==> config.mk <==
export PLATFORM = sky130hd
export DESIGN_NAME = step_profile_thermostat
export DESIGN_NICKNAME = d
export VERILOG_FILES = /design/src/rtl/spt_pkg.sv /design/src/rtl/step_profile_thermostat.sv /design/src/rtl/spt_tables.sv /design/src/rtl/spt_core.sv
export SDC_FILE = /design/constraint.sdc
export NUM_CORES = 2
export LEC_CHECK = 0
export ABC_AREA = 1
export BUFFER_PORTS_ARGS = -buffer_cell sky130_fd_sc_hd__buf_2
export CELL_PAD_IN_SITES_DETAIL_PLACEMENT = 1
export CELL_PAD_IN_SITES_GLOBAL_PLACEMENT = 2
export CORE_ASPECT_RATIO = 1.5
export CORE_MARGIN = 2
export CORE_UTILIZATION = 40
export CTS_CLUSTER_SIZE = 12
export DETAILED_ROUTE_END_ITERATION = 8
export PLACE_DENSITY = 0.88
export SYNTH_ARGS = -nofsm -noshare
export SYNTH_HDL_FRONTEND = slang
export SYNTH_SLANG_ARGS = --single-unit
==> constraint.sdc <==
create_clock -name clk -period 15.2 [get_ports clk]
set_input_delay 0.76 -clock clk [delete_from_list [all_inputs] [get_ports clk]]
set_output_delay 0.76 -clock clk [all_outputs]
set_load 0.005 [all_outputs]
==> src/rtl/spt_pkg.sv <==
// Shared types, codes and bus layout for the step profile thermostat.
// No dependencies; imported by every module of the block.
package spt_pkg;

  localparam int DEF_NUM_INTERVALS = 16;

  // Field widths
  localparam int OP_W     = 2;
  localparam int TEMP_W   = 8;
  localparam int IDX_W    = 4;
  localparam int TIME_W   = 16;
  localparam int CFG_W    = 8;
  localparam int CFG_IDX_W = 1;

  // Bus widths and field offsets
  localparam int IN_TDATA_W  = 56;
  localparam int OUT_TDATA_W = 32;

  localparam int IN_TEMP_LSB   = 0;
  localparam int IN_VALID_BIT  = 8;
  localparam int IN_IDX_LSB    = 9;
  localparam int IN_TGT_LSB    = 13;
  localparam int IN_HOLD_LSB   = 21;
  localparam int IN_TIME_LSB   = 37;

  localparam int OUT_HEATER_BIT  = 0;
  localparam int OUT_HLED_BIT    = 1;
  localparam int OUT_CLED_BIT    = 2;
  localparam int OUT_HEATING_BIT = 3;
  localparam int OUT_PAUSED_BIT  = 4;
  localparam int OUT_IDX_LSB     = 5;
  localparam int OUT_REM_LSB     = 9;
  localparam int OUT_FAULT_BIT   = 25;

  // Drive pin bit positions
  localparam int PIN_HEATER     = 0;
  localparam int PIN_HEATER_LED = 1;
  localparam int PIN_COOLER_LED = 2;

  // Configuration register indexes
  localparam logic [CFG_IDX_W-1:0] CFG_BAND = 1'd0;
  localparam logic [CFG_IDX_W-1:0] CFG_STEP = 1'd1;

  localparam logic [CFG_W-1:0] BAND_RESET = 8'd2;
  localparam logic [CFG_W-1:0] STEP_RESET = 8'd10;

  typedef enum logic [OP_W-1:0] {
    OP_TICK  = 2'd0,
    OP_LOAD  = 2'd1,
    OP_START = 2'd2
  } op_t;

  typedef struct packed {
    logic [OP_W-1:0]   op;
    logic [TEMP_W-1:0] temp;
    logic              temp_valid;
    logic [IDX_W-1:0]  entry_index;
    logic [TEMP_W-1:0] entry_target;
    logic [TIME_W-1:0] entry_hold;
    logic [TIME_W-1:0] entry_time;
  } in_item_t;

  typedef struct packed {
    logic              heater_on;
    logic              heater_led;
    logic              cooler_led;
    logic              heating;
    logic              paused;
    logic [IDX_W-1:0]  interval_index;
    logic [TIME_W-1:0] remaining;
    logic              sensor_fault;
  } out_item_t;

  // Table write request from the core
  typedef struct packed {
    logic              entry_we;
    logic              time_we;
    logic [IDX_W-1:0]  addr;
    logic [TEMP_W-1:0] tgt;
    logic [TIME_W-1:0] hold;
    logic [TIME_W-1:0] remain;
  } wr_req_t;

  // Registered table reads: slot s and slot s+1
  typedef struct packed {
    logic [TEMP_W-1:0] tgt0;
    logic [TIME_W-1:0] hold0;
    logic [TIME_W-1:0] hold1;
    logic [TIME_W-1:0] time0;
    logic [TIME_W-1:0] time1;
  } rd_data_t;

endpackage

==> src/rtl/step_profile_thermostat.sv <==
// Step profile thermostat: input and output registers around the update core.
// Instantiates spt_tables and spt_core; uses spt_pkg.
//
// Usage:
//   in_*   : one word per item. in_tuser selects tick, load of an interval
//            entry, or start of the profile; in_tdata carries the sample and
//            the entry fields.
//   out_*  : one result word for every input word, in order: pin levels,
//            heating flag, pause flag, slot, remaining time, sensor fault.
//   cfg_*  : register writes (band, step_seconds); write only while idle, a rule the block leaves to the user.
// Timing:
//   The accepting edge loads the input register and the registered table read
//   ports together; once the output register is free or draining, the next
//   edge loads the update result into the output register.
//   Throughput is one word per cycle while out_tready is high.
// Reset: slot 0, profile paused, heater and LEDs off, band 2, step 10. The
//   interval tables are not cleared; load an entry before it is used.
// Stall: while out_tready is low the result is held; one more word is taken
//   into the input register, then in_tready drops until the output drains.
module step_profile_thermostat #(
  parameter int NUM_INTERVALS = spt_pkg::DEF_NUM_INTERVALS
) (
  input  logic                               clk,
  input  logic                               rst_n,
  // configuration write port
  input  logic                               cfg_we,
  input  logic [spt_pkg::CFG_IDX_W-1:0]      cfg_index,
  input  logic [spt_pkg::CFG_W-1:0]          cfg_wdata,
  // input stream
  input  logic                               in_tvalid,
  output logic                               in_tready,
  // tdata, low bit up: temp[8], temp_valid[1], entry_index[4],
  // entry_target[8], entry_hold[16], entry_time[16], zero pad[3]
  input  logic [spt_pkg::IN_TDATA_W-1:0]     in_tdata,
  // tuser: operation[2]
  input  logic [spt_pkg::OP_W-1:0]           in_tuser,
  // result stream
  output logic                               out_tvalid,
  input  logic                               out_tready,
  // tdata, low bit up: heater_on, heater_led, cooler_led, heating, paused,
  // interval_index[4], remaining[16], sensor_fault, zero pad[6]
  output logic [spt_pkg::OUT_TDATA_W-1:0]    out_tdata
);
  import spt_pkg::*;

  localparam int SLOT_W = $clog2(NUM_INTERVALS);

  logic              s1_valid_r;
  in_item_t          s1_item_r;
  logic              out_valid_r;
  out_item_t         out_item_r;
  in_item_t          in_item;
  logic              accept, fire;
  logic [SLOT_W-1:0] slot_base, rd_base;
  rd_data_t          rd;
  wr_req_t           wr;
  out_item_t         result;

  // Unpack the input word
  always_comb begin
    in_item.op           = in_tuser;
    in_item.temp         = in_tdata[IN_TEMP_LSB +: TEMP_W];
    in_item.temp_valid   = in_tdata[IN_VALID_BIT];
    in_item.entry_index  = in_tdata[IN_IDX_LSB +: IDX_W];
    in_item.entry_target = in_tdata[IN_TGT_LSB +: TEMP_W];
    in_item.entry_hold   = in_tdata[IN_HOLD_LSB +: TIME_W];
    in_item.entry_time   = in_tdata[IN_TIME_LSB +: TIME_W];
  end

  // Handshake: process when the output register is free or draining
  assign fire      = s1_valid_r && (!out_valid_r || out_tready);
  assign in_tready = !s1_valid_r || !out_valid_r || out_tready;
  assign accept    = in_tvalid && in_tready;

  // Tables are read at the slot the word will see; a start always sees slot 0
  assign rd_base = (in_item.op == OP_START) ? '0 : slot_base;

  // Input register
  always_ff @(posedge clk) begin
    if (!rst_n) begin
      s1_valid_r <= 1'b0;
    end else if (accept) begin
      s1_valid_r <= 1'b1;
    end else if (fire) begin
      s1_valid_r <= 1'b0;
    end
  end

  always_ff @(posedge clk) begin
    if (accept) begin
      s1_item_r <= in_item;
    end
  end

  // Output register
  always_ff @(posedge clk) begin
    if (!rst_n) begin
      out_valid_r <= 1'b0;
    end else if (fire) begin
      out_valid_r <= 1'b1;
    end else if (out_tready) begin
      out_valid_r <= 1'b0;
    end
  end

  always_ff @(posedge clk) begin
    if (fire) begin
      out_item_r <= result;
    end
  end

  spt_tables #(.NUM_INTERVALS(NUM_INTERVALS)) u_tables (
    .clk     (clk),
    .rd_en   (accept),
    .rd_base (rd_base),
    .wr      (wr),
    .rd      (rd)
  );

  spt_core #(.NUM_INTERVALS(NUM_INTERVALS)) u_core (
    .clk       (clk),
    .rst_n     (rst_n),
    .cfg_we    (cfg_we),
    .cfg_index (cfg_index),
    .cfg_wdata (cfg_wdata),
    .fire      (fire),
    .item      (s1_item_r),
    .rd        (rd),
    .wr        (wr),
    .slot_base (slot_base),
    .result    (result)
  );

  // Pack the result word
  assign out_tvalid = out_valid_r;
  always_comb begin
    out_tdata                                  = '0;
    out_tdata[OUT_HEATER_BIT]                  = out_item_r.heater_on;
    out_tdata[OUT_HLED_BIT]                    = out_item_r.heater_led;
    out_tdata[OUT_CLED_BIT]                    = out_item_r.cooler_led;
    out_tdata[OUT_HEATING_BIT]                 = out_item_r.heating;
    out_tdata[OUT_PAUSED_BIT]                  = out_item_r.paused;
    out_tdata[OUT_IDX_LSB +: IDX_W]            = out_item_r.interval_index;
    out_tdata[OUT_REM_LSB +: TIME_W]           = out_item_r.remaining;
    out_tdata[OUT_FAULT_BIT]                   = out_item_r.sensor_fault;
  end

endmodule

==> src/rtl/spt_tables.sv <==
// Interval tables: target, hold and remaining time per slot.
// Registered reads at a base slot and the slot after it, with write bypass. Uses spt_pkg.
module spt_tables #(
  parameter int NUM_INTERVALS = spt_pkg::DEF_NUM_INTERVALS
) (
  input  logic                              clk,
  input  logic                              rd_en,
  input  logic [$clog2(NUM_INTERVALS)-1:0]  rd_base,
  input  spt_pkg::wr_req_t                  wr,
  output spt_pkg::rd_data_t                 rd
);
  import spt_pkg::*;

  localparam int SLOT_W = $clog2(NUM_INTERVALS);
  localparam logic [SLOT_W-1:0] LAST_SLOT = SLOT_W'(NUM_INTERVALS - 1);

  logic [TEMP_W-1:0] tgt_mem  [NUM_INTERVALS];
  logic [TIME_W-1:0] hold_mem [NUM_INTERVALS];
  logic [TIME_W-1:0] time_mem [NUM_INTERVALS];

  logic [SLOT_W-1:0] wa;
  logic [SLOT_W-1:0] ra1;
  logic              time_wr;
  rd_data_t          rd_r;

  assign wa      = wr.addr[SLOT_W-1:0];
  assign time_wr = wr.entry_we || wr.time_we;
  assign ra1     = (rd_base == LAST_SLOT) ? '0 : rd_base + SLOT_W'(1);
  assign rd      = rd_r;

  // Write port
  always_ff @(posedge clk) begin
    if (wr.entry_we) begin
      tgt_mem[wa]  <= wr.tgt;
      hold_mem[wa] <= wr.hold;
    end
    if (time_wr) begin
      time_mem[wa] <= wr.remain;
    end
  end

  // Read ports, write-through on an address match
  always_ff @(posedge clk) begin
    if (rd_en) begin
      rd_r.tgt0  <= (wr.entry_we && wa == rd_base) ? wr.tgt    : tgt_mem[rd_base];
      rd_r.hold0 <= (wr.entry_we && wa == rd_base) ? wr.hold   : hold_mem[rd_base];
      rd_r.hold1 <= (wr.entry_we && wa == ra1)     ? wr.hold   : hold_mem[ra1];
      rd_r.time0 <= (time_wr && wa == rd_base)     ? wr.remain : time_mem[rd_base];
      rd_r.time1 <= (time_wr && wa == ra1)         ? wr.remain : time_mem[ra1];
    end
  end

endmodule

==> src/rtl/spt_core.sv <==
// Profile state, configuration registers and the per-word update logic.
// Reads slot entries from spt_tables and issues table writes. Uses spt_pkg.
module spt_core #(
  parameter int NUM_INTERVALS = spt_pkg::DEF_NUM_INTERVALS
) (
  input  logic                              clk,
  input  logic                              rst_n,
  input  logic                              cfg_we,
  input  logic [spt_pkg::CFG_IDX_W-1:0]     cfg_index,
  input  logic [spt_pkg::CFG_W-1:0]         cfg_wdata,
  input  logic                              fire,
  input  spt_pkg::in_item_t                 item,
  input  spt_pkg::rd_data_t                 rd,
  output spt_pkg::wr_req_t                  wr,
  output logic [$clog2(NUM_INTERVALS)-1:0]  slot_base,
  output spt_pkg::out_item_t                result
);
  import spt_pkg::*;

  localparam int SLOT_W = $clog2(NUM_INTERVALS);
  localparam logic [SLOT_W:0] LAST_CMP = (SLOT_W+1)'(NUM_INTERVALS - 1);
  localparam logic [IDX_W:0]  NUM_CMP  = (IDX_W+1)'(NUM_INTERVALS);

  logic [SLOT_W-1:0] slot_r, slot_nxt;
  logic              pause_r, pause_nxt;
  logic              heat_r, heat_nxt;
  logic [2:0]        pins_r, pins_nxt;
  logic [CFG_W-1:0]  band_r, step_r;

  logic [SLOT_W-1:0] slot_inc;
  logic [TEMP_W+1:0] temp_x, tgt_x, band_x;
  logic              below, above;
  logic [TIME_W-1:0] step_x, time_new;
  logic [TIME_W-1:0] remain_o;
  logic              fault;
  wr_req_t           wr_c;

  assign slot_inc = slot_r + SLOT_W'(1);
  assign temp_x   = {2'b00, item.temp};
  assign tgt_x    = {2'b00, rd.tgt0};
  assign band_x   = {2'b00, band_r};
  assign below    = (temp_x + band_x) < tgt_x;
  assign above    = temp_x > (tgt_x + band_x);
  assign step_x   = {8'b0, step_r};

  // Timer: preheat waits for target, otherwise saturating countdown
  always_comb begin
    if (rd.time0 > rd.hold0) begin
      time_new = (item.temp >= rd.tgt0) ? rd.hold0 : rd.time0;
    end else if (rd.time0 > step_x) begin
      time_new = rd.time0 - step_x;
    end else begin
      time_new = '0;
    end
  end

  // Next state for the word being processed
  always_comb begin
    slot_nxt  = slot_r;
    pause_nxt = pause_r;
    heat_nxt  = heat_r;
    pins_nxt  = pins_r;
    fault     = 1'b0;
    remain_o  = rd.time0;
    wr_c      = '0;
    case (item.op)
      OP_TICK: begin
        if (item.temp_valid && !pause_r) begin
          if (below) begin
            heat_nxt = 1'b1;
            pins_nxt[PIN_HEATER]     = 1'b1;
            pins_nxt[PIN_HEATER_LED] = 1'b1;
          end
          if (above) begin
            heat_nxt = 1'b0;
            pins_nxt[PIN_HEATER]     = 1'b0;
            pins_nxt[PIN_HEATER_LED] = 1'b0;
          end
          wr_c.time_we = 1'b1;
          wr_c.addr    = IDX_W'(slot_r);
          wr_c.remain  = time_new;
          remain_o     = time_new;
          // interval done: move on, pause at the end of the profile
          if (time_new == '0) begin
            slot_nxt = slot_inc;
            remain_o = rd.time1;
            if (({1'b0, slot_inc} >= LAST_CMP) || rd.hold1 == '0) begin
              pause_nxt = 1'b1;
            end
          end
        end else if (!pause_r) begin
          // sensor fault: both LEDs lit, heater off
          fault    = 1'b1;
          pins_nxt[PIN_HEATER]     = 1'b0;
          pins_nxt[PIN_HEATER_LED] = 1'b1;
          pins_nxt[PIN_COOLER_LED] = 1'b1;
        end else if (({1'b0, slot_r} >= LAST_CMP) || rd.hold0 == '0) begin
          pins_nxt = '0;
        end
      end
      OP_LOAD: begin
        if ({1'b0, item.entry_index} < NUM_CMP) begin
          wr_c.entry_we = 1'b1;
          wr_c.addr     = item.entry_index;
          wr_c.tgt      = item.entry_target;
          wr_c.hold     = item.entry_hold;
          wr_c.remain   = item.entry_time;
          if (item.entry_index == IDX_W'(slot_r)) begin
            remain_o = item.entry_time;
          end
        end
      end
      OP_START: begin
        pause_nxt = 1'b0;
        slot_nxt  = '0;
      end
      default: begin
      end
    endcase
  end

  assign wr = fire ? wr_c : '0;
  assign slot_base = fire ? slot_nxt : slot_r;

  always_comb begin
    result.heater_on      = pins_nxt[PIN_HEATER];
    result.heater_led     = pins_nxt[PIN_HEATER_LED];
    result.cooler_led     = pins_nxt[PIN_COOLER_LED];
    result.heating        = heat_nxt;
    result.paused         = pause_nxt;
    result.interval_index = IDX_W'(slot_nxt);
    result.remaining      = remain_o;
    result.sensor_fault   = fault;
  end

  // State registers
  always_ff @(posedge clk) begin
    if (!rst_n) begin
      slot_r  <= '0;
      pause_r <= 1'b1;
      heat_r  <= 1'b0;
      pins_r  <= '0;
    end else if (fire) begin
      slot_r  <= slot_nxt;
      pause_r <= pause_nxt;
      heat_r  <= heat_nxt;
      pins_r  <= pins_nxt;
    end
  end

  // Configuration registers
  always_ff @(posedge clk) begin
    if (!rst_n) begin
      band_r <= BAND_RESET;
      step_r <= STEP_RESET;
    end else if (cfg_we) begin
      unique case (cfg_index)
        CFG_BAND: band_r <= cfg_wdata;
        CFG_STEP: step_r <= cfg_wdata;
        default: begin
        end
      endcase
    end
  end

endmodule

==> summary.txt <==
outcome - finished clean
syn_area_per_cell - 9.12 sq um
hold path depth - 1
Critical Path RT - 15.64 ns
Crit path largest cell delay - 0.62 ns
crit path max fanout - 121
slew margin rel. - 3.69%
CP startpoint - s1_item_r[46]
vias per cell - 5.80
IO Count - 106
count leader, synth - nand2_1
overall power - 5620 uW
CTS Buffer Depth - 3
ys async rst share - 0%
worst hold path type - input port to register
cts-stage hold buffer count - 0
Worst Hold Slack - 0.226 ns
clock root buffer - clkbuf_16
final hold vios - 0
Num CTS Buffers - 85
Wirelength per Cell - 25.5 um
post-synth top area share - 54.5%
Max-cap violations - 0
PwrDens - 118 nW/um^2
die width - 274 um
Hold Path End - s1_item_r[37]
fmax - 0.123 GHz
Post-Synthesis Cells - 4,788
Worst Clk Skew - 0.0386 ns
initial antenna violation count - 1
# Post-CTS Setup Buffers - 0
crit path capture type - register
largest area contributor in the netlist - edfxtp_1
RSZ-0062 raised after global routing - no
Slew Viols, Final - 0
antenna diode count - 0
top_reg_cell synth - edfxtp_1
DP HPWL - 93,700 um
final worst-path cycle share - 53.4%
Setup Viol. Count Final - 0
Worst VDD drop - 0.0973 mV
routability cong. - 0.896
#FFs+latches synth - 820
final net count - 4,876
Critical R2R Launch - s1_item_r[46]
setup TNS - 0 ns
Pre-antenna DRT Iters - 5
Startpoint Class - register
synth warn - 0
CTS tree - built
effective utilization at floorplan - 40.3%
top cells by count, synth - nand2_1, nand3_1, edfxtp_1
Hold Crit Start - in_tdata[18]
met3 GRT Util - 3.47%
ANT nets after route - 0
Most Used Layer, Global Route - met2
Die H - 409 um
Iter 0 DRT Violations - 2,856
insertion delay to the later sink of the worst-skew pair - 0.71 ns
Seq/Total Area, Yosys - 55.8%
gr ovfl total - 0
register-to-register setup slack - 7.08 ns
r2r endpoint - u_tables.rd[33]
cell row count - 148
GRT Total Usage - 28.2%
Port Buf Inserts - 96
# DRC - 0
Area growth syn-to-layout - 9.38%
M1 GR Usage - 32.3%
Die ar. - 112,000 sq um
core area - 108,000 sq um
Setup CP Type - register to register
met2 usage - 48.9%
Tightest Pin Transition - 1.44 ns
number of fill cells - 12,500
share of cells above drive strength 1 - 8.79%
number of global-route vias before repair - 37,700
LEAKAGE - 0.0197 uW
first-pass GRT wire length - 236,000 um
EDFF count, synth - 793
Critical Path AT - 8.56 ns
post-synthesis instance area - 43,700 sq um
clk slew on worst S/H paths - 0.06 ns
top post-synthesis cells by area - edfxtp_1, nand3_1, nand2_1
final wirelength - 159,000 um
Final Util - 44.1%
largest net degree at the start of global routing - 208
Post-CTS Resized - 0
clock sink count - 820
CP max stage cell - nand2_2
R2R depth - 32
Period minus WS final - 8.12 ns
Vias - 36,100
CTS H-Tree Depth - 3
Synth cell types - 56
Top cell by count, worst path - nand2_1
-- placed cells by master (no fill, tap or decap), types with 11 or more instances in the layout --
master / count
nor2_1: 112
or2_2: 54
inv_1: 584
nand3_1: 992
dfxtp_1: 27
nand4_1: 49
or2_1: 13
inv_2: 11
nand2_2: 13
ha_1: 65
a21oi_1: 68
clkinv_1: 18
nor3_2: 17
xor2_1: 15
clkbuf_1: 27
nand2_1: 1164
clkbuf_16: 86
buf_2: 96
nor2_4: 18
o21ai_0: 46
o211ai_1: 299
nand3b_1: 15
edfxtp_1: 793
buf_4: 72
-- flip-flops by register name, summed over array words and instances, names as in the netlist, 3 cells and up --
register           count
out_tdata             26
s1_item_r             55
u_core.band_r          8
u_core.pins_r          3
u_core.slot_r          4
u_core.step_r          8
u_tables.hold_mem    256
u_tables.rd           72
u_tables.tgt_mem     128
u_tables.time_mem    256
-- report_power, final --
group	total, uW	internal [uW]	switching [uW]
logic	1080	296	780
clock network	1960	1050	910
registers	2580	2530	50.2
-- per-stage QoR --
| step | std cells | worst slack [ns] | cell area, sq um |
|---|---|---|---|
| final | 6216 | 7.08 | 47800 |
| after global routing | 6216 | 6.47 | 47800 |
| after CTS | 6216 | 7.06 | 47800 |
| after detailed placement | 6073 | 7.08 | 45300 |
| after global placement | 6073 | 7.14 | 45300 |
| after floorplan | 4793 | 8.35 | 43700 |
-- cell type report --
| cell class | instances | area (sq um) | area share [%] |
|---|---|---|---|
| clock buffers | 114 | 2270 | 4.75 |
| clock inverters | 29 | 211 | 0.443 |
| inverters | 604 | 2280 | 4.78 |
| multi-input cells | 3052 | 15800 | 33.0 |
| flip-flops and latches | 820 | 24400 | 51.0 |
| well taps | 1425 | 1780 | 3.73 |
| repair buffers | 172 | 1100 | 2.30 |
-- layer usage --
layer / wire, um / share of wire (%)
met5: 13 / 0.0082
met4: 11600 / 7.3
met3: 8590 / 5.4
met2: 79100 / 50
met1: 59500 / 37
-- worst max-delay path by stage --
stage,slack (ns),depth (start not counted),endpoint
floorplan,8.35,4,s1_item_r[0]
global placement,7.14,32,u_tables.rd[36]
detailed placement,7.08,32,u_tables.rd[33]
CTS,7.06,32,u_tables.rd[33]
global route,6.47,32,u_tables.rd[33]
finish,7.08,32,u_tables.rd[33]
-- critical path: cells and delay by family (launching register included) --
kind | cells | cell delay [ns]
buffers and inverters | 5 | 1.49
AOI/OAI and AO/OA | 2 | 0.53
and+or+nand+nor | 23 | 4.73
adders and majority gates | 2 | 0.58
DFF | 1 | 0.47
-- cell families after synthesis --
group                      share of synthesized area [%]
adders and majority gates                           2.03
buffers and inverters                               8.78
other                                            0.00859
AOI/OAI and AO/OA                                   7.47
DFF                                                 55.8
xor gates and xnor gates                           0.461
and+or+nand+nor                                     25.5
(Power assumes the default switching activity.)
